===== src/hdl/nfd_pkg.sv =====
// ----------------------------------------------------------------------------
// nfd_pkg
// shared types and codes of the small-page nand flash device
// ----------------------------------------------------------------------------
package nfd_pkg;

	localparam int CFG_IDX_W = 3;

	localparam logic [CFG_IDX_W-1:0] CFG_VENDOR_ID   = 3'd0;
	localparam logic [CFG_IDX_W-1:0] CFG_DEVICE_ID   = 3'd1;
	localparam logic [CFG_IDX_W-1:0] CFG_WRITE_PROT  = 3'd2;
	localparam logic [CFG_IDX_W-1:0] CFG_LONG_ADDR   = 3'd3;
	localparam logic [CFG_IDX_W-1:0] CFG_STATUS_OK   = 3'd4;
	localparam logic [CFG_IDX_W-1:0] CFG_STATUS_FAIL = 3'd5;

	localparam logic [7:0] ERASED_BYTE = 8'hFF;

	localparam logic [1:0] REQ_READ  = 2'd0;
	localparam logic [1:0] REQ_WRITE = 2'd1;
	localparam logic [1:0] REQ_ADDR  = 2'd2;
	localparam logic [1:0] REQ_CMD   = 2'd3;

	localparam logic [3:0] CMD_RESET     = 4'd0;
	localparam logic [3:0] CMD_PTR_LOW   = 4'd1;
	localparam logic [3:0] CMD_PTR_HIGH  = 4'd2;
	localparam logic [3:0] CMD_PTR_SPARE = 4'd3;
	localparam logic [3:0] CMD_STATUS    = 4'd4;
	localparam logic [3:0] CMD_ERASE     = 4'd5;
	localparam logic [3:0] CMD_ERASE_OK  = 4'd6;
	localparam logic [3:0] CMD_PROGRAM   = 4'd7;
	localparam logic [3:0] CMD_COPY      = 4'd8;
	localparam logic [3:0] CMD_WRITE_OK  = 4'd9;
	localparam logic [3:0] CMD_SIGNATURE = 4'd10;

	typedef enum logic [2:0] {
		MODE_IDLE  = 3'd0,
		MODE_READ  = 3'd1,
		MODE_ERASE = 3'd2,
		MODE_WRITE = 3'd3,
		MODE_COPY  = 3'd4,
		MODE_SIG   = 3'd5
	} mode_t;

	typedef enum logic [1:0] {
		ZONE_LOW   = 2'd0,
		ZONE_HIGH  = 2'd1,
		ZONE_SPARE = 2'd2
	} zone_t;

	typedef enum logic [1:0] {
		PH_NONE  = 2'd0,
		PH_START = 2'd1,
		PH_PROG  = 2'd2,
		PH_DONE  = 2'd3
	} phase_t;

	typedef enum logic [10:0] {
		ST_CLEAR  = 11'b000_0000_0001,
		ST_IDLE   = 11'b000_0000_0010,
		ST_EXEC   = 11'b000_0000_0100,
		ST_MUL    = 11'b000_0000_1000,
		ST_RES    = 11'b000_0001_0000,
		ST_RDWAIT = 11'b000_0010_0000,
		ST_EFIND  = 11'b000_0100_0000,
		ST_EWALK  = 11'b000_1000_0000,
		ST_CMUL   = 11'b001_0000_0000,
		ST_CWALK  = 11'b010_0000_0000,
		ST_DONE   = 11'b100_0000_0000
	} state_t;

	typedef struct packed {
		logic [7:0] vendor_id;
		logic [7:0] device_id;
		logic       write_protect;
		logic       long_address;
		logic [7:0] status_ok_byte;
		logic [7:0] status_fail_byte;
	} cfg_t;

endpackage


===== src/hdl/nfd_cfg.sv =====
// ----------------------------------------------------------------------------
// nfd_cfg
// configuration registers written through the plain write port
// ----------------------------------------------------------------------------
module nfd_cfg (
	input  logic                          clk,
	input  logic                          arst_n,
	input  logic                          cfg_we,
	input  logic [nfd_pkg::CFG_IDX_W-1:0] cfg_idx,
	input  logic [7:0]                    cfg_wdata,
	output nfd_pkg::cfg_t                 cfg
);

	nfd_pkg::cfg_t cfg_q;

	always_ff @(posedge clk or negedge arst_n) begin
		if (!arst_n) begin
			cfg_q.vendor_id        <= 8'd32;
			cfg_q.device_id        <= 8'd117;
			cfg_q.write_protect    <= 1'b0;
			cfg_q.long_address     <= 1'b0;
			cfg_q.status_ok_byte   <= 8'd192;
			cfg_q.status_fail_byte <= 8'd193;
		end else if (cfg_we) begin
			case (cfg_idx)
				nfd_pkg::CFG_VENDOR_ID:   cfg_q.vendor_id        <= cfg_wdata;
				nfd_pkg::CFG_DEVICE_ID:   cfg_q.device_id        <= cfg_wdata;
				nfd_pkg::CFG_WRITE_PROT:  cfg_q.write_protect    <= cfg_wdata[0];
				nfd_pkg::CFG_LONG_ADDR:   cfg_q.long_address     <= cfg_wdata[0];
				nfd_pkg::CFG_STATUS_OK:   cfg_q.status_ok_byte   <= cfg_wdata;
				nfd_pkg::CFG_STATUS_FAIL: cfg_q.status_fail_byte <= cfg_wdata;
				default: ;
			endcase
		end
	end

	assign cfg = cfg_q;

endmodule


===== config.mk =====
export PLATFORM = sky130hd
export DESIGN_NAME = nfd_cfg
export DESIGN_NICKNAME = d
export VERILOG_FILES = /design/src/hdl/nfd_pkg.sv /design/src/hdl/nfd_cfg.sv
export SDC_FILE = /design/constraint.sdc
export NUM_CORES = 1
export LEC_CHECK = 0
export BUFFER_PORTS_ARGS = -buffer_cell sky130_fd_sc_hd__buf_2
export CORE_AREA = 2 2 62 64
export DETAILED_ROUTE_END_ITERATION = 8
export DIE_AREA = 0 0 64 66
export SLEW_MARGIN = 20
export SYNTH_ARGS = -nofsm -noshare
export SYNTH_HDL_FRONTEND = slang
export SYNTH_SLANG_ARGS = --single-unit

===== constraint.sdc =====
create_clock -name clk -period 0.8 [get_ports clk]
set_input_delay 0.24 -clock clk [delete_from_list [all_inputs] [get_ports clk]]
set_output_delay 0.24 -clock clk [all_outputs]
set_load 0.05 [all_outputs]

==> impl_metrics.ini <==
[status]
violations = negative setup slack
status = finished with violations

[setup_path]
critPathMaxStageDelay_ns = 0.57
critPathKind = reg2out
cp_num_buf_inv = 1
crit_required_ns = 0.56
crit_slowest_cell = dfstp_2
crit_family = flip-flops
rr_startpoint = cfg[13]$_DFFE_PN0P_
worstPathArrival_ns = 1.07
crit_start = cfg[15]$_DFFE_PN1P_
start_kind = register
crit_chain = buf_8
path_max_fanout = 2
end_kind = output pin

[route]
routed_wl_mm = 3.32
firstDrtPassIters = 4
wire_per_inst_um = 16.4
drc = 0
drtIter0Drc = 18
vias_per_cell = 4.69
final_antenna_net_count = 0
vias = 947

[timing]
finalHoldViolCount = 0
rsz0062_at_grt = yes
drv_slew = 0
slew_headroom = 0.829
setup_ws_ns = -0.508
tightest_slew_ns = 0.256
clock-skew-final_ns = 0
finalCritPeriodShare = 1.63
setup_viol = 62
fin_crit_ns = 1.31
clock.fmax_mhz = 765

[logic_synthesis]
synthSimpleGateAreaFrac = 0.0631
synth-adder-area-share = 0
synthTopCellsByArea = dfrtp_1 43%, mux2_2 28%, dfstp_2 21%
synth_top_area_cell = dfrtp_1
synth_xor_area_frac = 0
yosysWarnings = 0
synth-seq-cells = 34
synth_compound_area_frac = 0
synthMuxAreaShare = 0.284
synth_top_family_by_area = multiplexers
synth_nets = 90
synth_cells = 76
synth_cell_type_count = 9
syn-cell-area_mm2 = 0.00135
synth_top_area_frac = 0.427
avgSynthCellArea_um2 = 17.7
seq_area_frac_synth = 0.641

[placement]
routabilityCongestion = 0.653
portBuffers = 47
hpwl_mm = 2.10

[cts]
cts_sinks = 34
numCtsBuffers = 5
clk_latency_ns = 0.34
clk_pin_slew_ns = 0.12
h-tree-depth = 2
clockBufferDepth = 2
cts_tree = built
clock-root-buffer = clkbuf_4

[pwr]
p_leak_nw = 1.13
p_total_w = 0.00725
p_per_area_mw_per_mm2 = 3030
peakVddDrop_uv = 1670

[final_layout]
area_growth_pct = 77.6
diodes = 0
fin_util = 0.675
drive_gt1_frac = 0.942
largest_reg_flops = 34
final_nets = 167
fill_cells = 245

[floorplanning]
row_count = 22
ioPinCount = 48
dieArea_mm2 = 0.00422
die_w_um = 64
initial_core_util = 0.380
die_h_um = 66
core-area_mm2 = 0.00355

[hold_path]
holdCritPathClass = in2reg
hold_start = cfg_wdata[1]

[global_route]
grt_max_degree = 35
grt_antenna_before_repair = 0
grt_pass1_wl_mm = 5.22
grt_pass1_vias = 1034
track_usage = 0.170
overflow = 0

[job]
cap_violations = 0
cells in the mapped netlist (all sizes together):
master  number
nand4b       2
nor4b        1
buf          2
and4bb       3
dfstp       11
mux2        34
dfrtp       23
worst register-to-register path, stage by stage (launching register included):
cell and delay (ns):
dfrtp_2 0.44, buf_6 0.12, mux2_4 0.27
what timing repair did:
action	in CTS	in global routing
gates resized for setup	105	11
hold endpoints to repair	23	0
setup endpoints to repair	66	66
pin swaps	3	2
buffers inserted	8	8
hold buffers	1	0
placed cells by master, fill, tap and decap left out:
| cell | netlist | layout |
|---|---|---|
| dfrtp_1 | 23 | 7 |
| buf_8 | 0 | 14 |
| clkinv_2 | 0 | 2 |
| mux2_2 | 34 | 3 |
| buf_4 | 0 | 8 |
| nand4b_4 | 0 | 1 |
| buf_2 | 1 | 9 |
| nand4b_1 | 1 | 1 |
| and4bb_2 | 3 | 3 |
| buf_6 | 1 | 38 |
| clkbuf_4 | 0 | 6 |
| dlygate4sd3_1 | 0 | 1 |
| dfrtp_2 | 0 | 16 |
| mux2_4 | 0 | 31 |
| bufinv_16 | 0 | 1 |
| nor4b_4 | 1 | 1 |
| dfstp_2 | 11 | 11 |
| buf_12 | 0 | 1 |
per-layer routing:
layer  global-route usage  vias up  routed length, um
met5                    0        -                  0
met4               0.0897        0                 58
met3               0.0460        7                179
met2                0.281       32               1700
met1                0.202      477               1380
li1                     -      431                  -
area by class of cell:
class                      count  area (um^2)  area share
sequential                    34          885       0.369
clock inverter                 3         40.0      0.0167
tap                           48         60.1      0.0251
timing repair buffer          72          781       0.326
clock buffer                   5         37.5      0.0157
multi-input combinational     40          593       0.248
per-stage QoR:
step	TNS, ns	setup slack, ns	std cells	hold slack (ns)	cell area (um^2)
after floorplan	-9.81	-0.395	76	-0.0556	1470
after CTS	-15.93	-0.525	198	0.158	2340
final	-15.80	-0.508	202	0.166	2400
after global routing	-17.46	-0.548	202	0.148	2400
after detailed placement	-18.55	-0.518	181	0.215	1840
after global placement	-18.01	-0.495	181	0.209	1840
logic make-up (layout without fill, tap and decap cells):
logic type             Yosys count  count (layout)
muxes                           34              34
DFF                             34              34
and+or+nand+nor                  6               6
buffers and inverters            2              80
worst paths after layout:
| kind | end | cells after the start | slack (ns) |
|---|---|---|---|
| max in group asynchronous | cfg[22]$_DFFE_PN1P_ | 3 | 0.17 |
| hold / removal | cfg[27]$_DFFE_PN0P_ | 2 | 0.17 |
| setup / recovery | cfg[15] | 1 | -0.51 |
| setup reg to reg | cfg[13]$_DFFE_PN0P_ | 2 | -0.12 |
| hold reg to reg | cfg[17]$_DFFE_PN0P_ | 1 | 0.54 |
| min in group asynchronous | cfg[16]$_DFFE_PN0P_ | 3 | 0.37 |
power by group:
part	internal, W	switching, W	total, W
clock	0.000647	0.000629	0.00128
combinational	0.00161	0.00181	0.00342
sequential	0.00223	0.000328	0.00255
total	0.00448	0.00277	0.00725
(Power assumes the default switching activity.)
