File: config.mk
export PLATFORM = sky130hd
export DESIGN_NAME = nfd_ctrl
export DESIGN_NICKNAME = d
export VERILOG_FILES = /design/src/hdl/nfd_pkg.sv /design/src/hdl/nfd_ctrl.sv
export SDC_FILE = /design/constraint.sdc
export NUM_CORES = 1
export LEC_CHECK = 0
export ABC_CLOCK_PERIOD_IN_PS = 9900
export BUFFER_PORTS_ARGS = -buffer_cell sky130_fd_sc_hd__buf_4
export CORE_MARGIN = 2
export CORE_UTILIZATION = 59
export DETAILED_ROUTE_END_ITERATION = 16
export PLACE_DENSITY = 0.79
export SYNTH_ARGS = -nofsm -noshare
export SYNTH_HDL_FRONTEND = slang
export SYNTH_SLANG_ARGS = --single-unit
File: constraint.sdc
create_clock -name clk -period 9.9 [get_ports clk]
set_clock_uncertainty 0.1 [all_clocks]
set_input_delay 0.99 -clock clk [delete_from_list [all_inputs] [get_ports clk]]
set_output_delay 0.99 -clock clk [all_outputs]
set_load 0.02 [all_outputs]
File: src/hdl/nfd_pkg.sv
// ----------------------------------------------------------------------------
// nfd_pkg
// shared types and codes of the small-page nand flash device
// ----------------------------------------------------------------------------
package nfd_pkg;

	localparam int CFG_IDX_W = 3;

	localparam logic [CFG_IDX_W-1:0] CFG_VENDOR_ID   = 3'd0;
	localparam logic [CFG_IDX_W-1:0] CFG_DEVICE_ID   = 3'd1;
	localparam logic [CFG_IDX_W-1:0] CFG_WRITE_PROT  = 3'd2;
	localparam logic [CFG_IDX_W-1:0] CFG_LONG_ADDR   = 3'd3;
	localparam logic [CFG_IDX_W-1:0] CFG_STATUS_OK   = 3'd4;
	localparam logic [CFG_IDX_W-1:0] CFG_STATUS_FAIL = 3'd5;

	localparam logic [7:0] ERASED_BYTE = 8'hFF;

	localparam logic [1:0] REQ_READ  = 2'd0;
	localparam logic [1:0] REQ_WRITE = 2'd1;
	localparam logic [1:0] REQ_ADDR  = 2'd2;
	localparam logic [1:0] REQ_CMD   = 2'd3;

	localparam logic [3:0] CMD_RESET     = 4'd0;
	localparam logic [3:0] CMD_PTR_LOW   = 4'd1;
	localparam logic [3:0] CMD_PTR_HIGH  = 4'd2;
	localparam logic [3:0] CMD_PTR_SPARE = 4'd3;
	localparam logic [3:0] CMD_STATUS    = 4'd4;
	localparam logic [3:0] CMD_ERASE     = 4'd5;
	localparam logic [3:0] CMD_ERASE_OK  = 4'd6;
	localparam logic [3:0] CMD_PROGRAM   = 4'd7;
	localparam logic [3:0] CMD_COPY      = 4'd8;
	localparam logic [3:0] CMD_WRITE_OK  = 4'd9;
	localparam logic [3:0] CMD_SIGNATURE = 4'd10;

	typedef enum logic [2:0] {
		MODE_IDLE  = 3'd0,
		MODE_READ  = 3'd1,
		MODE_ERASE = 3'd2,
		MODE_WRITE = 3'd3,
		MODE_COPY  = 3'd4,
		MODE_SIG   = 3'd5
	} mode_t;

	typedef enum logic [1:0] {
		ZONE_LOW   = 2'd0,
		ZONE_HIGH  = 2'd1,
		ZONE_SPARE = 2'd2
	} zone_t;

	typedef enum logic [1:0] {
		PH_NONE  = 2'd0,
		PH_START = 2'd1,
		PH_PROG  = 2'd2,
		PH_DONE  = 2'd3
	} phase_t;

	typedef enum logic [10:0] {
		ST_CLEAR  = 11'b000_0000_0001,
		ST_IDLE   = 11'b000_0000_0010,
		ST_EXEC   = 11'b000_0000_0100,
		ST_MUL    = 11'b000_0000_1000,
		ST_RES    = 11'b000_0001_0000,
		ST_RDWAIT = 11'b000_0010_0000,
		ST_EFIND  = 11'b000_0100_0000,
		ST_EWALK  = 11'b000_1000_0000,
		ST_CMUL   = 11'b001_0000_0000,
		ST_CWALK  = 11'b010_0000_0000,
		ST_DONE   = 11'b100_0000_0000
	} state_t;

	typedef struct packed {
		logic [7:0] vendor_id;
		logic [7:0] device_id;
		logic       write_protect;
		logic       long_address;
		logic [7:0] status_ok_byte;
		logic [7:0] status_fail_byte;
	} cfg_t;

endpackage

File: src/hdl/nfd_ctrl.sv
// ----------------------------------------------------------------------------
// nfd_ctrl
// access sequencer: decodes items, keeps the device state, drives the array
// ----------------------------------------------------------------------------
module nfd_ctrl #(
	parameter int PAGE_DATA_BYTES = 512,
	parameter int SPARE_BYTES     = 16,
	parameter int PAGES_PER_BLOCK = 32,
	parameter int BLOCK_COUNT     = 16,
	parameter int AW              = 19
) (
	input  logic          clk,
	input  logic          arst_n,
	input  nfd_pkg::cfg_t cfg,
	input  logic          s_tvalid,
	output logic          s_tready,
	input  logic [1:0]    req_type,
	input  logic [3:0]    command,
	input  logic [7:0]    data_byte,
	output logic          m_tvalid,
	input  logic          m_tready,
	output logic [7:0]    read_value,
	output logic          fault,
	output logic          mem_we,
	output logic [AW-1:0] mem_waddr,
	output logic [7:0]    mem_wdata,
	output logic [AW-1:0] mem_raddr,
	input  logic [7:0]    mem_rdata
);

	localparam int PB        = PAGE_DATA_BYTES + SPARE_BYTES;
	localparam int TP        = BLOCK_COUNT * PAGES_PER_BLOCK;
	localparam int FB        = TP * PB;
	localparam int BLK_BYTES = PAGES_PER_BLOCK * PB;
	localparam int PGW       = $clog2(TP);
	localparam int OFF_A     = (PB - 1 > PAGE_DATA_BYTES / 2 + 255) ?
	                           PB - 1 : PAGE_DATA_BYTES / 2 + 255;
	localparam int OFF_MAX   = (OFF_A > PAGE_DATA_BYTES + 15) ? OFF_A : PAGE_DATA_BYTES + 15;
	localparam int PTW       = $clog2(OFF_MAX + 2);
	localparam int PRW       = 24 + $clog2(PB);
	localparam int CW        = $clog2(BLK_BYTES + 1);

	nfd_pkg::state_t state_q, state_d;
	nfd_pkg::mode_t  mode_q, mode_d;
	nfd_pkg::zone_t  zone_q, zone_d;
	nfd_pkg::phase_t phase_q, phase_d;
	logic [2:0]      seen_q, seen_d, seen_n;
	logic [31:0]     asm_q, asm_d;
	logic [23:0]     cur_q, cur_d;
	logic [PTW-1:0]  ptr_q, ptr_d;
	logic            first_q, first_d;
	logic            ovf_q, ovf_d;
	logic            stsel_q, stsel_d;
	logic            lfail_q, lfail_d;
	logic [1:0]      sig_q, sig_d;

	logic [1:0]      req_q, req_d;
	logic [3:0]      cmd_q, cmd_d;
	logic [7:0]      dat_q, dat_d;
	logic [23:0]     page_q, page_d;
	logic [23:0]     dpage_q, dpage_d;
	logic [PTW-1:0]  off_q, off_d;
	logic            wr_q, wr_d;
	logic [PRW-1:0]  prod_q, prod_d;
	logic [PRW-1:0]  tgt;
	logic [PGW-1:0]  bpage_q, bpage_d;
	logic [AW-1:0]   waddr_q, waddr_d;
	logic [AW-1:0]   raddr_q, raddr_d;
	logic [CW-1:0]   cnt_q, cnt_d;
	logic [7:0]      val_q, val_d;
	logic            flt_q, flt_d;

	logic            out_v_q;
	logic [7:0]      out_val_q;
	logic            out_flt_q;
	logic            push;
	logic            inc2, inc3;
	logic [PTW-1:0]  off_sel;
	logic [PTW-1:0]  ptr_next;

	assign inc3 = (seen_q < 3'd3) || (seen_q == 3'd3 && cfg.long_address);
	assign inc2 = (seen_q < 3'd2) || (seen_q == 3'd2 && cfg.long_address);
	assign tgt  = prod_q + PRW'(off_q);
	assign ptr_next = off_q + PTW'(1);

	always_comb begin
		case (zone_q)
			nfd_pkg::ZONE_HIGH:  off_sel = PTW'(asm_q[7:0]) + PTW'(PAGE_DATA_BYTES / 2);
			nfd_pkg::ZONE_SPARE: off_sel = PTW'(asm_q[3:0]) + PTW'(PAGE_DATA_BYTES);
			default:             off_sel = PTW'(asm_q[7:0]);
		endcase
	end

	always_comb begin
		state_d = state_q;
		mode_d  = mode_q;
		zone_d  = zone_q;
		phase_d = phase_q;
		seen_d  = seen_q;
		seen_n  = seen_q;
		asm_d   = asm_q;
		cur_d   = cur_q;
		ptr_d   = ptr_q;
		first_d = first_q;
		ovf_d   = ovf_q;
		stsel_d = stsel_q;
		lfail_d = lfail_q;
		sig_d   = sig_q;
		req_d   = req_q;
		cmd_d   = cmd_q;
		dat_d   = dat_q;
		page_d  = page_q;
		dpage_d = dpage_q;
		off_d   = off_q;
		wr_d    = wr_q;
		prod_d  = prod_q;
		bpage_d = bpage_q;
		waddr_d = waddr_q;
		raddr_d = raddr_q;
		cnt_d   = cnt_q;
		val_d   = val_q;
		flt_d   = flt_q;
		mem_we    = 1'b0;
		mem_waddr = waddr_q;
		mem_wdata = nfd_pkg::ERASED_BYTE;
		mem_raddr = tgt[AW-1:0];
		s_tready  = 1'b0;
		push      = 1'b0;
		case (state_q)
			nfd_pkg::ST_CLEAR: begin
				mem_we  = 1'b1;
				waddr_d = waddr_q + AW'(1);
				if (waddr_q == AW'(FB - 1)) begin
					waddr_d = '0;
					state_d = nfd_pkg::ST_IDLE;
				end
			end
			nfd_pkg::ST_IDLE: begin
				s_tready = 1'b1;
				if (s_tvalid) begin
					req_d   = req_type;
					cmd_d   = command;
					dat_d   = data_byte;
					state_d = nfd_pkg::ST_EXEC;
				end
			end
			nfd_pkg::ST_EXEC: begin
				val_d   = 8'd0;
				flt_d   = 1'b0;
				state_d = nfd_pkg::ST_DONE;
				page_d  = first_q ? asm_q[31:8] : cur_q;
				off_d   = first_q ? off_sel : ptr_q;
				case (req_q)
					nfd_pkg::REQ_CMD: begin
						case (cmd_q)
							nfd_pkg::CMD_RESET: begin
								mode_d  = nfd_pkg::MODE_IDLE;
								zone_d  = nfd_pkg::ZONE_LOW;
								ptr_d   = '0;
								cur_d   = '0;
								seen_d  = 3'd0;
								ovf_d   = 1'b0;
								first_d = 1'b1;
								stsel_d = 1'b0;
								lfail_d = 1'b0;
								phase_d = nfd_pkg::PH_NONE;
							end
							nfd_pkg::CMD_PTR_LOW, nfd_pkg::CMD_PTR_HIGH,
							nfd_pkg::CMD_PTR_SPARE: begin
								stsel_d = 1'b0;
								phase_d = nfd_pkg::PH_START;
								mode_d  = nfd_pkg::MODE_READ;
								if (cmd_q == nfd_pkg::CMD_PTR_LOW) begin
									zone_d = nfd_pkg::ZONE_LOW;
								end else if (cmd_q == nfd_pkg::CMD_PTR_HIGH) begin
									zone_d = nfd_pkg::ZONE_HIGH;
								end else begin
									zone_d = nfd_pkg::ZONE_SPARE;
								end
							end
							nfd_pkg::CMD_STATUS: stsel_d = 1'b1;
							nfd_pkg::CMD_ERASE: begin
								mode_d  = nfd_pkg::MODE_ERASE;
								phase_d = nfd_pkg::PH_START;
							end
							nfd_pkg::CMD_ERASE_OK: begin
								if (mode_q == nfd_pkg::MODE_ERASE && !inc2 &&
								    asm_q < 32'(TP)) begin
									bpage_d = '0;
									waddr_d = '0;
									state_d = nfd_pkg::ST_EFIND;
								end
								lfail_d = 1'b0;
								mode_d  = nfd_pkg::MODE_IDLE;
								phase_d = nfd_pkg::PH_NONE;
							end
							nfd_pkg::CMD_PROGRAM: begin
								mode_d  = nfd_pkg::MODE_WRITE;
								lfail_d = 1'b0;
								phase_d = nfd_pkg::PH_START;
							end
							nfd_pkg::CMD_COPY: begin
								if (inc3) begin
									mode_d = nfd_pkg::MODE_IDLE;
								end else begin
									mode_d  = nfd_pkg::MODE_COPY;
									cur_d   = asm_q[31:8];
									lfail_d = 1'b0;
								end
								phase_d = nfd_pkg::PH_START;
							end
							nfd_pkg::CMD_WRITE_OK: begin
								if (mode_q == nfd_pkg::MODE_WRITE) begin
									lfail_d = 1'b0;
								end else if (mode_q == nfd_pkg::MODE_COPY) begin
									lfail_d = 1'b0;
									page_d  = cur_q;
									dpage_d = asm_q[31:8];
									if (cur_q < 24'(TP) && asm_q[31:8] < 24'(TP) &&
									    cur_q != asm_q[31:8]) begin
										state_d = nfd_pkg::ST_CMUL;
									end
								end else begin
									lfail_d = 1'b1;
								end
								mode_d  = nfd_pkg::MODE_IDLE;
								zone_d  = nfd_pkg::ZONE_LOW;
								phase_d = nfd_pkg::PH_NONE;
							end
							nfd_pkg::CMD_SIGNATURE: begin
								mode_d  = nfd_pkg::MODE_SIG;
								sig_d   = 2'd0;
								phase_d = nfd_pkg::PH_START;
							end
							default: flt_d = 1'b1;
						endcase
					end
					nfd_pkg::REQ_ADDR: begin
						if (mode_q != nfd_pkg::MODE_IDLE) begin
							if (phase_q == nfd_pkg::PH_NONE || phase_q == nfd_pkg::PH_DONE) begin
								flt_d = 1'b1;
							end else begin
								if (phase_q == nfd_pkg::PH_START) begin
									ptr_d   = '0;
									seen_n  = 3'd0;
									ovf_d   = 1'b0;
									first_d = 1'b1;
									stsel_d = 1'b0;
									lfail_d = 1'b0;
									phase_d = nfd_pkg::PH_PROG;
								end
								if (seen_n == 3'd0) begin
									asm_d = {24'd0, dat_q};
								end else begin
									asm_d = asm_q | ({24'd0, dat_q} << {seen_n[1:0], 3'b000});
								end
								if (seen_n >= 3'd3) begin
									seen_d  = 3'd4;
									phase_d = nfd_pkg::PH_DONE;
								end else begin
									seen_d = seen_n + 3'd1;
								end
							end
						end
					end
					nfd_pkg::REQ_WRITE: begin
						if (cfg.write_protect) begin
							lfail_d = 1'b1;
						end else if (mode_q != nfd_pkg::MODE_WRITE) begin
							flt_d = 1'b1;
						end else if (inc3) begin
							mode_d  = nfd_pkg::MODE_IDLE;
							lfail_d = 1'b1;
						end else if (ovf_q) begin
							flt_d = 1'b1;
						end else begin
							wr_d    = 1'b1;
							state_d = nfd_pkg::ST_MUL;
						end
					end
					default: begin
						if (stsel_q) begin
							val_d = lfail_q ? cfg.status_fail_byte : cfg.status_ok_byte;
						end else if (mode_q == nfd_pkg::MODE_SIG) begin
							if (sig_q == 2'd0) begin
								val_d = cfg.vendor_id;
								sig_d = 2'd1;
							end else if (sig_q == 2'd1) begin
								val_d = cfg.device_id;
								sig_d = 2'd2;
							end
						end else if (mode_q != nfd_pkg::MODE_READ) begin
							flt_d = 1'b1;
						end else if (inc3) begin
							mode_d = nfd_pkg::MODE_IDLE;
						end else if (ovf_q) begin
							flt_d = 1'b1;
						end else begin
							wr_d    = 1'b0;
							state_d = nfd_pkg::ST_MUL;
						end
					end
				endcase
			end
			nfd_pkg::ST_MUL: begin
				prod_d  = PRW'(page_q) * PRW'(PB);
				state_d = nfd_pkg::ST_RES;
			end
			nfd_pkg::ST_RES: begin
				if (tgt >= PRW'(FB)) begin
					flt_d   = 1'b1;
					state_d = nfd_pkg::ST_DONE;
				end else begin
					cur_d   = page_q;
					first_d = 1'b0;
					ptr_d   = ptr_next;
					if (ptr_next >= PTW'(PB)) begin
						ovf_d = 1'b1;
					end
					if (wr_q) begin
						mem_we    = 1'b1;
						mem_waddr = tgt[AW-1:0];
						mem_wdata = dat_q;
						lfail_d   = 1'b0;
						state_d   = nfd_pkg::ST_DONE;
					end else begin
						state_d = nfd_pkg::ST_RDWAIT;
					end
				end
			end
			nfd_pkg::ST_RDWAIT: begin
				val_d   = mem_rdata;
				state_d = nfd_pkg::ST_DONE;
			end
			nfd_pkg::ST_EFIND: begin
				if ((PGW+1)'(bpage_q) + (PGW+1)'(PAGES_PER_BLOCK) <= (PGW+1)'(asm_q)) begin
					bpage_d = bpage_q + PGW'(PAGES_PER_BLOCK);
					waddr_d = waddr_q + AW'(BLK_BYTES);
				end else begin
					cnt_d   = '0;
					state_d = nfd_pkg::ST_EWALK;
				end
			end
			nfd_pkg::ST_EWALK: begin
				mem_we  = 1'b1;
				waddr_d = waddr_q + AW'(1);
				cnt_d   = cnt_q + CW'(1);
				if (cnt_q == CW'(BLK_BYTES - 1)) begin
					state_d = nfd_pkg::ST_DONE;
				end
			end
			nfd_pkg::ST_CMUL: begin
				raddr_d = AW'(PRW'(page_q) * PRW'(PB));
				waddr_d = AW'(PRW'(dpage_q) * PRW'(PB));
				cnt_d   = '0;
				state_d = nfd_pkg::ST_CWALK;
			end
			nfd_pkg::ST_CWALK: begin
				mem_raddr = raddr_q + AW'(cnt_q);
				if (cnt_q != '0) begin
					mem_we    = 1'b1;
					mem_waddr = waddr_q + AW'(cnt_q) - AW'(1);
					mem_wdata = mem_rdata;
				end
				cnt_d = cnt_q + CW'(1);
				if (cnt_q == CW'(PB)) begin
					state_d = nfd_pkg::ST_DONE;
				end
			end
			nfd_pkg::ST_DONE: begin
				if (!out_v_q || m_tready) begin
					push    = 1'b1;
					state_d = nfd_pkg::ST_IDLE;
				end
			end
			default: state_d = nfd_pkg::ST_IDLE;
		endcase
	end

	always_ff @(posedge clk or negedge arst_n) begin
		if (!arst_n) begin
			state_q <= nfd_pkg::ST_CLEAR;
			mode_q  <= nfd_pkg::MODE_IDLE;
			zone_q  <= nfd_pkg::ZONE_LOW;
			phase_q <= nfd_pkg::PH_NONE;
			seen_q  <= 3'd0;
			asm_q   <= '0;
			cur_q   <= '0;
			ptr_q   <= '0;
			first_q <= 1'b1;
			ovf_q   <= 1'b0;
			stsel_q <= 1'b0;
			lfail_q <= 1'b0;
			sig_q   <= 2'd0;
			waddr_q <= '0;
			out_v_q <= 1'b0;
		end else begin
			state_q <= state_d;
			mode_q  <= mode_d;
			zone_q  <= zone_d;
			phase_q <= phase_d;
			seen_q  <= seen_d;
			asm_q   <= asm_d;
			cur_q   <= cur_d;
			ptr_q   <= ptr_d;
			first_q <= first_d;
			ovf_q   <= ovf_d;
			stsel_q <= stsel_d;
			lfail_q <= lfail_d;
			sig_q   <= sig_d;
			waddr_q <= waddr_d;
			if (push) begin
				out_v_q <= 1'b1;
			end else if (m_tready) begin
				out_v_q <= 1'b0;
			end
		end
	end

	always_ff @(posedge clk) begin
		req_q   <= req_d;
		cmd_q   <= cmd_d;
		dat_q   <= dat_d;
		page_q  <= page_d;
		dpage_q <= dpage_d;
		off_q   <= off_d;
		wr_q    <= wr_d;
		prod_q  <= prod_d;
		bpage_q <= bpage_d;
		raddr_q <= raddr_d;
		cnt_q   <= cnt_d;
		val_q   <= val_d;
		flt_q   <= flt_d;
		if (push) begin
			out_val_q <= val_q;
			out_flt_q <= flt_q;
		end
	end

	assign m_tvalid   = out_v_q;
	assign read_value = out_val_q;
	assign fault      = out_flt_q;

endmodule

==> metrics.cfg, run 1 <==
[grt]
grt_overflow_total=0
grt_pass1_wl_mm=78.1
grt_max_degree=60
grt_use_total=0.321
antenna_found_initial=0
grt_pass1_vias=14100

[cells_and_area]
diodes=0
drive_gt1_frac=0.142
fin_nets=2110
postLayoutCellArea_um2=19500
mostFrequentLayoutCell=nor2_1
area_growth_pct=12.1
fillers=2234
final_cell_mix=nor2_1, ha_1, edfxtp_1
final_cells=2296

[pwr]
p_comb_frac=0.312
clkPwrFrac=0.285
p_sw_frac=0.348
p_per_area_nw_per_um2=191
p_leak_uw=0.00811
seq_power_share=0.403
peakVddDrop_v=0.000178
power.internal_uw=2440
power.switching_uw=1300
p_total_uw=3740

[worst_setup_path]
cp.required_ns=8.81
cp_num_cells=11
slowest_delay_ns=0.79
end_kind=output port
startpoint_type=register
reg2reg_depth=10
critPathMaxFanout=46
cp_top_family=simple AND/OR/NAND/NOR gates
path_buf_inv=1
crit_arrival_ns=5.30
critPathSlowestCell=nand3_2
path_class=register to output port
path_cells=ha_1, fa_1, a211oi_1, o21ai_0, nand3_1, xor2_1, o31ai_1, nor3b_2, nand3_2, o221ai_1, buf_4

[timing]
slew_headroom=0.165
fmax_mhz=156
fin_crit_ns=6.39
fin_tns_setup_ns=0
hold_viol=0
final-max-slew-violation-count=0
rsz0062_at_grt=no
setup_viol=0
tightest_slew_ns=1.25
fin_crit_sh=0.646

[logic_synthesis]
synth_top_area_frac=0.252
synth_enable_flop_cells=146
syn_inst=1799
synth_compound_area_frac=0.152
synthMuxAreaShare=0.0347
yosys.area_share.simple=0.181
ys_top_cells_by_area=edfxtp_1, dfrtp_1, ha_1
synth.distinct_cells=84
synth-xor-area-share=0.0598
synth_top_cell_by_area=edfxtp_1
synth_area_um2=17400
synth_adder_area_share=0.117
synth_top_family_by_area=simple AND/OR/NAND/NOR gates
syn_avg_cell_area_um2=9.69
synthArstFlopShare=0.436
synth.net_count=2019
synth_warnings=0
ys_ff_latch=259
ys.flop_type=edfxtp_1
yosysSeqAreaShare=0.414

[place]
place_inst=2244
place.gp.congestion=0.998
dp_hpwl_mm=37.0
place_area_um2=18600
io_buffers=117

[route]
remaining_drc_errors=0
drt_pass1_iterations=5
wl_per_cell_um=21.6
drtIter0Drc=1719
ant_nets=0
routed-via-count=14700
routed_via_density=6.38
drt-total-wl_mm=49.5

[cts]
cts_buffer_depth=3
cts_sinks=259
clockRootBuffer=clkbuf_16
clkLatencyLatePin_ns=0.57
cts_buffers=28
ctsResizeCount=0
clkSlewWorstSetupHoldPaths_ns=0.06
post-cts-setup-buffers=0
cts_tree=built
cts-hold-fix-buffers=0
ctsHtreeMaxLevel=1

[min_path]
hp-class=register to register
holdPathStages=0

[run]
drv_cap=0

[die]
die-area_um2=30900
coreArea_um2=28900
start_util=0.604
io_pins=118
fp.dieH_um=176
rows=62
die_w_um=176

[status]
status=finished clean

-- metrics by stage --
step / setup WS, ns / utilization / hold slack, ns
after floorplan: 5.44 / - / 0.300
after global placement: 4.38 / 0.644 / 0.305
after detailed placement: 4.18 / 0.644 / 0.305
after CTS: 3.56 / 0.677 / 0.318
after global routing: 3.25 / 0.677 / 0.320
final: 3.51 / 0.677 / 0.317
-- worst register-to-register path, cell delays in order (launching register included) --
cell and delay [ns]:
dfrtp_1 0.43, or4_1 0.60, nor3_2 0.22, nand4b_1 0.43, inv_1 0.87, nor3_1 0.37, a21oi_2 1.01, o21ai_1 0.19
o21ai_0 0.23, o21ai_0 0.15, mux2_2 0.29
-- cells in the mapped netlist (11+ instances only) --
| cell | instances |
|---|---|
| xnor2_1 | 73 |
| mux2i_1 | 12 |
| nor4_1 | 26 |
| o22ai_1 | 17 |
| ha_1 | 155 |
| o31ai_1 | 15 |
| nand2_1 | 121 |
| nor3_2 | 22 |
| nand3_1 | 75 |
| a21oi_1 | 120 |
| nor2_1 | 163 |
| and3_1 | 21 |
| o21a_1 | 11 |
| nor3_1 | 44 |
| inv_1 | 115 |
| and2_1 | 13 |
| edfxtp_1 | 146 |
| dfrtp_1 | 111 |
| clkbuf_1 | 56 |
| xor2_1 | 46 |
| o211ai_1 | 11 |
| nand2b_1 | 21 |
| a21o_1 | 23 |
| o21ai_0 | 107 |
| mux2_2 | 43 |
| nand4_1 | 20 |
| nor2b_1 | 16 |
-- routing by layer --
layer  up-vias  GRT usage  share of wire
met1      7100      0.442           0.42
met2       649      0.514           0.46
met3       121     0.0426          0.070
li1       6789          -              -
met5         -          0              0
met4         0      0.134          0.044
-- state kept, by name, summed over array words and instances, names as in the netlist, 3 cells and up --
signal and count:
cur_q 24, prod_q 30, cmd_q 4, cnt_q 15, ptr_q 10, read_value 8
seen_q 3, page_q 24, bpage_q 4, off_q 10, val_q 8, asm_q 32
dat_q 8, dpage_q 15, waddr_q 19, raddr_q 15, mode_q 3, state_q 11
-- kinds of logic (layout without fill, tap and decap cells) --
logic type	Yosys count	in the layout
buffers and inverters	183	296
muxes	55	55
AOI/OAI and AO/OA	417	417
and+or+nand+nor	606	606
DFF	259	259
xor gates and xnor gates	119	119
adders and majority gates	160	160
-- final timing paths --
path                             from            end  slack, ns
min reg2reg                  val_q[2]  read_value[2]       0.32
max in group asynchronous      arst_n       asm_q[1]       7.95
min in group asynchronous      arst_n     waddr_q[1]       0.42
min                          val_q[2]  read_value[2]       0.32
max                          off_q[4]   mem_waddr[5]       3.51
max reg2reg                state_q[5]    waddr_q[16]       4.91
-- power by group through the flow --
stage	registers (uW)	clock network (uW)	logic (uW)
final	1510	1060	1170
after CTS	1500	1070	1150
after global placement	1510	0	1120
after floorplan	1430	0	847
after detailed placement	1520	0	1140
after global routing	1520	1120	1280
-- final cells by class --
class | instances | area (um2) | area share
Inverter | 115 | 432 | 0.0221
Timing Repair Buffer | 129 | 968 | 0.0496
Tap cell | 384 | 480 | 0.0246
Sequential cell | 259 | 7210 | 0.369
Clock inverter | 22 | 223 | 0.0114
Multi-Input combinational cell | 1357 | 9500 | 0.486
Clock buffer | 30 | 718 | 0.0368
No activity file was read; power rests on OpenSTA's default activity.
==> run 2: changes to the inputs <==
ABC_CLOCK_PERIOD_IN_PS = 6000   (was 9900)
clock period = 6 ns   (was 9.9 ns; I/O delays follow)
==> run 2 against run 1 <==
Compared with the run above:
- utilization up 0.33 points
- register-to-register slack worse by 3.4 ns
- routed wire length down 0.31%
- sequential power up 64%
- first-iteration DRC count down 4.5%
- via count up 0.30%
- sequential cell count unchanged
- final area up 0.48%
- final cell count up 0.13%
- non-clock buffer count up 3
- critical path type unchanged
- highest routed layer unchanged
==> metrics.cfg, run 2 (same netlist as run 1, synthesis figures left out) <==
[status]
status=finished clean

[pwr]
power.internal_uw=4180  ; +71%
p_comb_frac=0.304  ; -0.008
seq_power_share=0.393  ; -0.010
p_leak_uw=0.00817  ; +0.77%
p_per_area_nw_per_um2=322  ; +68%
p_sw_frac=0.339  ; -0.00937
p_total_uw=6320  ; +69%
power.switching_uw=2140  ; +64%
clkPwrFrac=0.304  ; +0.019
peakVddDrop_v=0.000305  ; +71%

[cts]
cts-hold-fix-buffers=0  ; unchanged
ctsHtreeMaxLevel=1  ; unchanged
cts_sinks=259  ; unchanged
ctsResizeCount=0  ; unchanged
cts_tree=built
clkLatencyLatePin_ns=0.57  ; about the same
post-cts-setup-buffers=0  ; unchanged
cts_buffers=28  ; unchanged
clockRootBuffer=clkbuf_16
clkSlewWorstSetupHoldPaths_ns=0.07  ; about the same
cts_buffer_depth=3  ; unchanged

[grt]
grt_overflow_total=0  ; unchanged
antenna_found_initial=0  ; unchanged
grt_use_total=0.319  ; -0.00201
grt_pass1_wl_mm=77.6  ; -0.63%
grt_pass1_vias=14000  ; -0.70%
grt_max_degree=63  ; +5.0%

[die]
start_util=0.604  ; unchanged
rows=62  ; unchanged
fp.dieH_um=176  ; unchanged
die-area_um2=30900  ; unchanged
io_pins=118  ; unchanged
die_w_um=176  ; unchanged
coreArea_um2=28900  ; unchanged

[place]
dp_hpwl_mm=37.0  ; +0.26%
place_inst=2247  ; +0.13%
place.gp.congestion=1.01  ; +0.96%
io_buffers=117  ; unchanged

[cells_and_area]
drive_gt1_frac=0.144  ; +0.00187
largest_reg_flops=32  ; unchanged
mostFrequentLayoutCell=nor2_1
area_growth_pct=12.7
fillers=2215  ; -0.85%
final_cell_mix=nor2_1, ha_1, edfxtp_1
fin_nets=2113  ; +0.14%
top_register=asm_q
final_cells=2299  ; +0.13%
diodes=0  ; unchanged
reg.largest.list=asm_q x32, prod_q x30

[worst_setup_path]
crit_arrival_ns=4.96  ; -0.34 ns
startpoint_type=register
cp.required_ns=5.30  ; -3.51 ns
end_kind=output port
critPathMaxFanout=38  ; -17%
path_class=register to output port

[timing]
final-max-slew-violation-count=0  ; unchanged
holdWs_ns=0.0132  ; -0.304 ns
slew_headroom=0.232  ; +0.0675
tightest_slew_ns=1.12  ; -0.126 ns
fin_crit_sh=0.943
fin_tns_setup_ns=0  ; unchanged
fin_crit_ns=5.66
fmax_mhz=177
rsz0062_at_grt=no
hold_viol=0  ; unchanged
setup_viol=0  ; unchanged

[route]
routed_via_density=6.40  ; +0.17%
routed-via-count=14700  ; +0.30%
ant_nets=0  ; unchanged
wl_per_cell_um=21.5  ; -0.44%
drt_pass1_iterations=7  ; +2
drtIter0Drc=1641  ; -4.5%
drt-total-wl_mm=49.4  ; -0.31%
remaining_drc_errors=0  ; unchanged

[min_path]
hp-class=input pin to asynchronous set/reset pin

[run]
drv_cap=0  ; unchanged

-- run 2: cell count changes in the layout (fill, tap and decap cells not counted), moves of 2 or more --
cell        change
clkinv_1        -2
bufinv_16       +4
clkinvlp_4      -3
buf_4           +3
-- run 2: path summary, 6_finish.rpt --
path | slack (ns) | start | to | cells past startpoint
setup reg to reg | 1.55 | off_q[4] | ovf_q | 11
min in group clk | 0.10 | data_byte[6] | dat_q[6] | 1
hold reg to reg | 0.32 | val_q[2] | read_value[2] | 0
max in group asynchronous | 4.44 | arst_n | asm_q[1] | 2
hold / removal | 0.01 | arst_n | waddr_q[18] | 1
setup / recovery | 0.34 | off_q[4] | mem_waddr[6] | 13
-- run 2: cell type report --
| cell class | instances | area (um2) | area share |
|---|---|---|---|
| Clock inverter | 22 | 304 | 0.0155 |
| Sequential cell | 259 | 7210 | 0.368 |
| Clock buffer | 30 | 708 | 0.0361 |
| Tap cell | 384 | 480 | 0.0245 |
| Multi-Input combinational cell | 1357 | 9500 | 0.484 |
| Inverter | 115 | 432 | 0.0220 |
| Timing Repair Buffer | 132 | 991 | 0.0505 |
-- run 2: metal layers --
layer  track usage  part of all wire
met1         0.442              0.42
met4         0.109             0.038
met3        0.0411             0.081
met5             0                 0
met2         0.521              0.46
-- run 2: critical path, stage by stage (launching register included) --
cell and delay [ns]:
edfxtp_1 0.46, ha_1 0.28, fa_1 0.43, a211oi_1 0.44
o21ai_0 0.34, nand3_1 0.21, xor2_1 0.46, o31ai_1 0.17
nor3b_2 0.49, nand3_2 0.29, buf_4 0.33, o22ai_1 0.21
a31o_2 0.15, buf_4 0.14
-- run 2: power by group through the flow --
| stage | Clock, uW | Sequential, uW | Combinational, uW |
|---|---|---|---|
| global route | 2000 | 2500 | 2110 |
| finish | 1920 | 2480 | 1920 |
| floorplan | 0 | 2360 | 1400 |
| CTS | 1930 | 2470 | 1900 |
| global placement | 0 | 2490 | 1840 |
| detailed placement | 0 | 2500 | 1880 |
-- run 2: stage by stage --
step / setup slack, ns / utilization / cell area, um2
finish: 0.343 / 0.680 / 19600
global placement: 1.18 / 0.645 / 18600
global route: 0.0366 / 0.680 / 19600
floorplan: 1.93 / - / 17400
CTS: 0.391 / 0.680 / 19600
detailed placement: 1.02 / 0.645 / 18600
==> run 3: changes to the inputs <==
CORE_MARGIN = default   (was 2)
==> run 3 against run 2 <==
Compared with the run above:
- final cell count is essentially flat
- hold slack worse by 0.0094 ns
- first-iteration DRC count rose by 3.4%
- critical path type unchanged
- fmax down 1.5%
- total power is 0.21% lower
- combinational power is essentially flat
- worst setup slack lost 0.085 ns
- global-route usage grew 0.71 points
- clock-buffer cell count rose by 4
- largest power group unchanged
- sequential cell count is the same
- utilization is essentially flat
- critical path depth unchanged
==> metrics.cfg, run 3 (same netlist as run 1, synthesis figures left out) <==
[status]
status=finished clean

[die]
die_w_um=174  ; -1.1%
fp.dieH_um=174  ; -1.1%
die-area_um2=30200  ; -2.3%
coreArea_um2=28900  ; unchanged
rows=62  ; unchanged
start_util=0.604  ; unchanged
io_pins=118  ; unchanged

[worst_setup_path]
r2r_slack_ns=1.52  ; -0.03 ns
end_kind=output port
crit_arrival_ns=5.04  ; +0.08 ns
cp.required_ns=5.30  ; about the same
path_class=register to output port
critPathMaxFanout=38  ; unchanged
startpoint_type=register

[grt]
grt_use_total=0.326  ; +0.00709
grt_pass1_wl_mm=77.8  ; +0.28%
antenna_found_initial=1  ; +1
grt_max_degree=62  ; -1.6%
grt_pass1_vias=14300  ; +2.1%
grt_overflow_total=0  ; unchanged

[timing]
rsz0062_at_grt=no
slew_headroom=0.181  ; -0.0513
hold_viol=0  ; unchanged
tightest_slew_ns=1.23  ; +0.106 ns
fin_tns_setup_ns=0  ; unchanged
fin_ws_ns=0.259  ; -0.0846 ns
fin_crit_sh=0.957  ; +0.0141
fmax_mhz=174  ; -1.5%
setup_viol=0  ; unchanged
fin_crit_ns=5.74  ; +0.0846 ns
final-max-slew-violation-count=0  ; unchanged

[cts]
ctsHtreeMaxLevel=1  ; unchanged
ctsResizeCount=0  ; unchanged
clkLatencyLatePin_ns=0.57  ; about the same
post-cts-setup-buffers=0  ; unchanged
cts_sinks=259  ; unchanged
clockRootBuffer=clkbuf_16
clkSlewWorstSetupHoldPaths_ns=0.06  ; about the same
cts-hold-fix-buffers=0  ; unchanged
cts_buffer_depth=3  ; unchanged
cts_buffers=29  ; +3.6%
cts_tree=built

[cells_and_area]
mostFrequentLayoutCell=nor2_1
final_cells=2300  ; +0.043%
largest_reg_flops=32  ; unchanged
area_growth_pct=12.7  ; about the same
top_register=asm_q
diodes=0  ; unchanged
final_util=0.681  ; about the same
final_cell_mix=nor2_1, ha_1, edfxtp_1
fin_nets=2113  ; unchanged
reg.largest.list=asm_q x32, prod_q x30
drive_gt1_frac=0.143  ; -0.000597

[place]
io_buffers=117  ; unchanged
place.gp.congestion=0.989  ; -1.8%
pre_cts_ws_ns=0.958  ; -0.0607 ns
dp_hpwl_mm=36.8  ; -0.72%
place_inst=2246  ; -0.045%

[pwr]
power.switching_uw=2120  ; -1.1%
p_comb_frac=0.304  ; about the same
power.internal_uw=4190  ; +0.25%
p_sw_frac=0.336  ; -0.00306
p_leak_uw=0.00817  ; about the same
clkPwrFrac=0.302  ; -0.002
peakVddDrop_v=0.000301  ; -1.2%
seq_power_share=0.394  ; about the same
p_per_area_nw_per_um2=321  ; -0.27%

[route]
drtIter0Drc=1697  ; +3.4%
remaining_drc_errors=0  ; unchanged
drt_pass1_iterations=6  ; -1
drt-total-wl_mm=49.2  ; -0.26%
routed_via_density=6.45  ; +0.79%
wl_per_cell_um=21.4  ; -0.30%
routed-via-count=14800  ; +0.84%
ant_nets=0  ; unchanged

[run]
drv_cap=0  ; unchanged

[min_path]
hp-class=input pin to asynchronous set/reset pin

## run 3: changes by cell type in the layout (fill, tap and decap cells not counted), sizes merged
| cell | change |
|---|---|
| clkbuf | +4 |
| inv | +1 |
| bufinv | -1 |
| clkinv | -3 |
| clkinvlp | +1 |
| buf | -1 |
## run 3: final timing paths
kind                                      end  depth (start not counted)    startpoint
worst max-delay path             mem_waddr[6]                         13      off_q[4]
worst min-delay path              waddr_q[14]                          1        arst_n
worst max register to register          ovf_q                         11      off_q[4]
worst min register to register  read_value[2]                          0      val_q[2]
max in group asynchronous            cur_q[5]                          2        arst_n
min in group clk                     dat_q[6]                          1  data_byte[6]
## run 3: metrics by stage
| stage | total power [uW] | hold slack, ns | area [um2] |
|---|---|---|---|
| final | 6300 | 0.00379 | 19600 |
| after global routing | 6590 | 0.0504 | 19600 |
| after CTS | 6280 | 0.0204 | 19600 |
| after detailed placement | 4370 | 0.309 | 18600 |
| after global placement | 4320 | 0.304 | 18600 |
| after floorplan | 3760 | 0.204 | 17400 |
## run 3: worst max-delay path: stages (launching register included)
cell and delay [ns]:
edfxtp_1 0.45, ha_1 0.27, fa_1 0.43, a211oi_1 0.46, o21ai_0 0.35, nand3_1 0.22
xor2_1 0.44, o31ai_1 0.17, nor3b_2 0.50, nand3_2 0.31, buf_4 0.35, o22ai_1 0.23
a31o_2 0.16, buf_4 0.14
## run 3: routing by layer
metal | GRT usage | up-vias | routed length [um]
met1 | 0.435 | 7241 | 20300
li1 | - | 6788 | -
met3 | 0.0542 | 120 | 3970
met5 | 0 | - | 0
met4 | 0.125 | 0 | 1990
met2 | 0.532 | 677 | 23000
## run 3: area by class of cell
| class | instances | area [um2] |
|---|---|---|
| Clock inverter | 20 | 267 |
| Sequential cell | 259 | 7210 |
| Multi-Input combinational cell | 1357 | 9500 |
| Clock buffer | 34 | 764 |
| Tap cell | 384 | 480 |
| Fill cell | 2215 | 9220 |
| Timing Repair Buffer | 131 | 983 |
| Inverter | 115 | 432 |
## run 3: power by group through the flow
stage | registers [uW] | logic, uW | clock network [uW]
after CTS | 2470 | 1900 | 1910
after global placement | 2490 | 1830 | 0
after detailed placement | 2500 | 1870 | 0
after global routing | 2500 | 2100 | 1990
after floorplan | 2360 | 1400 | 0
final | 2480 | 1910 | 1910
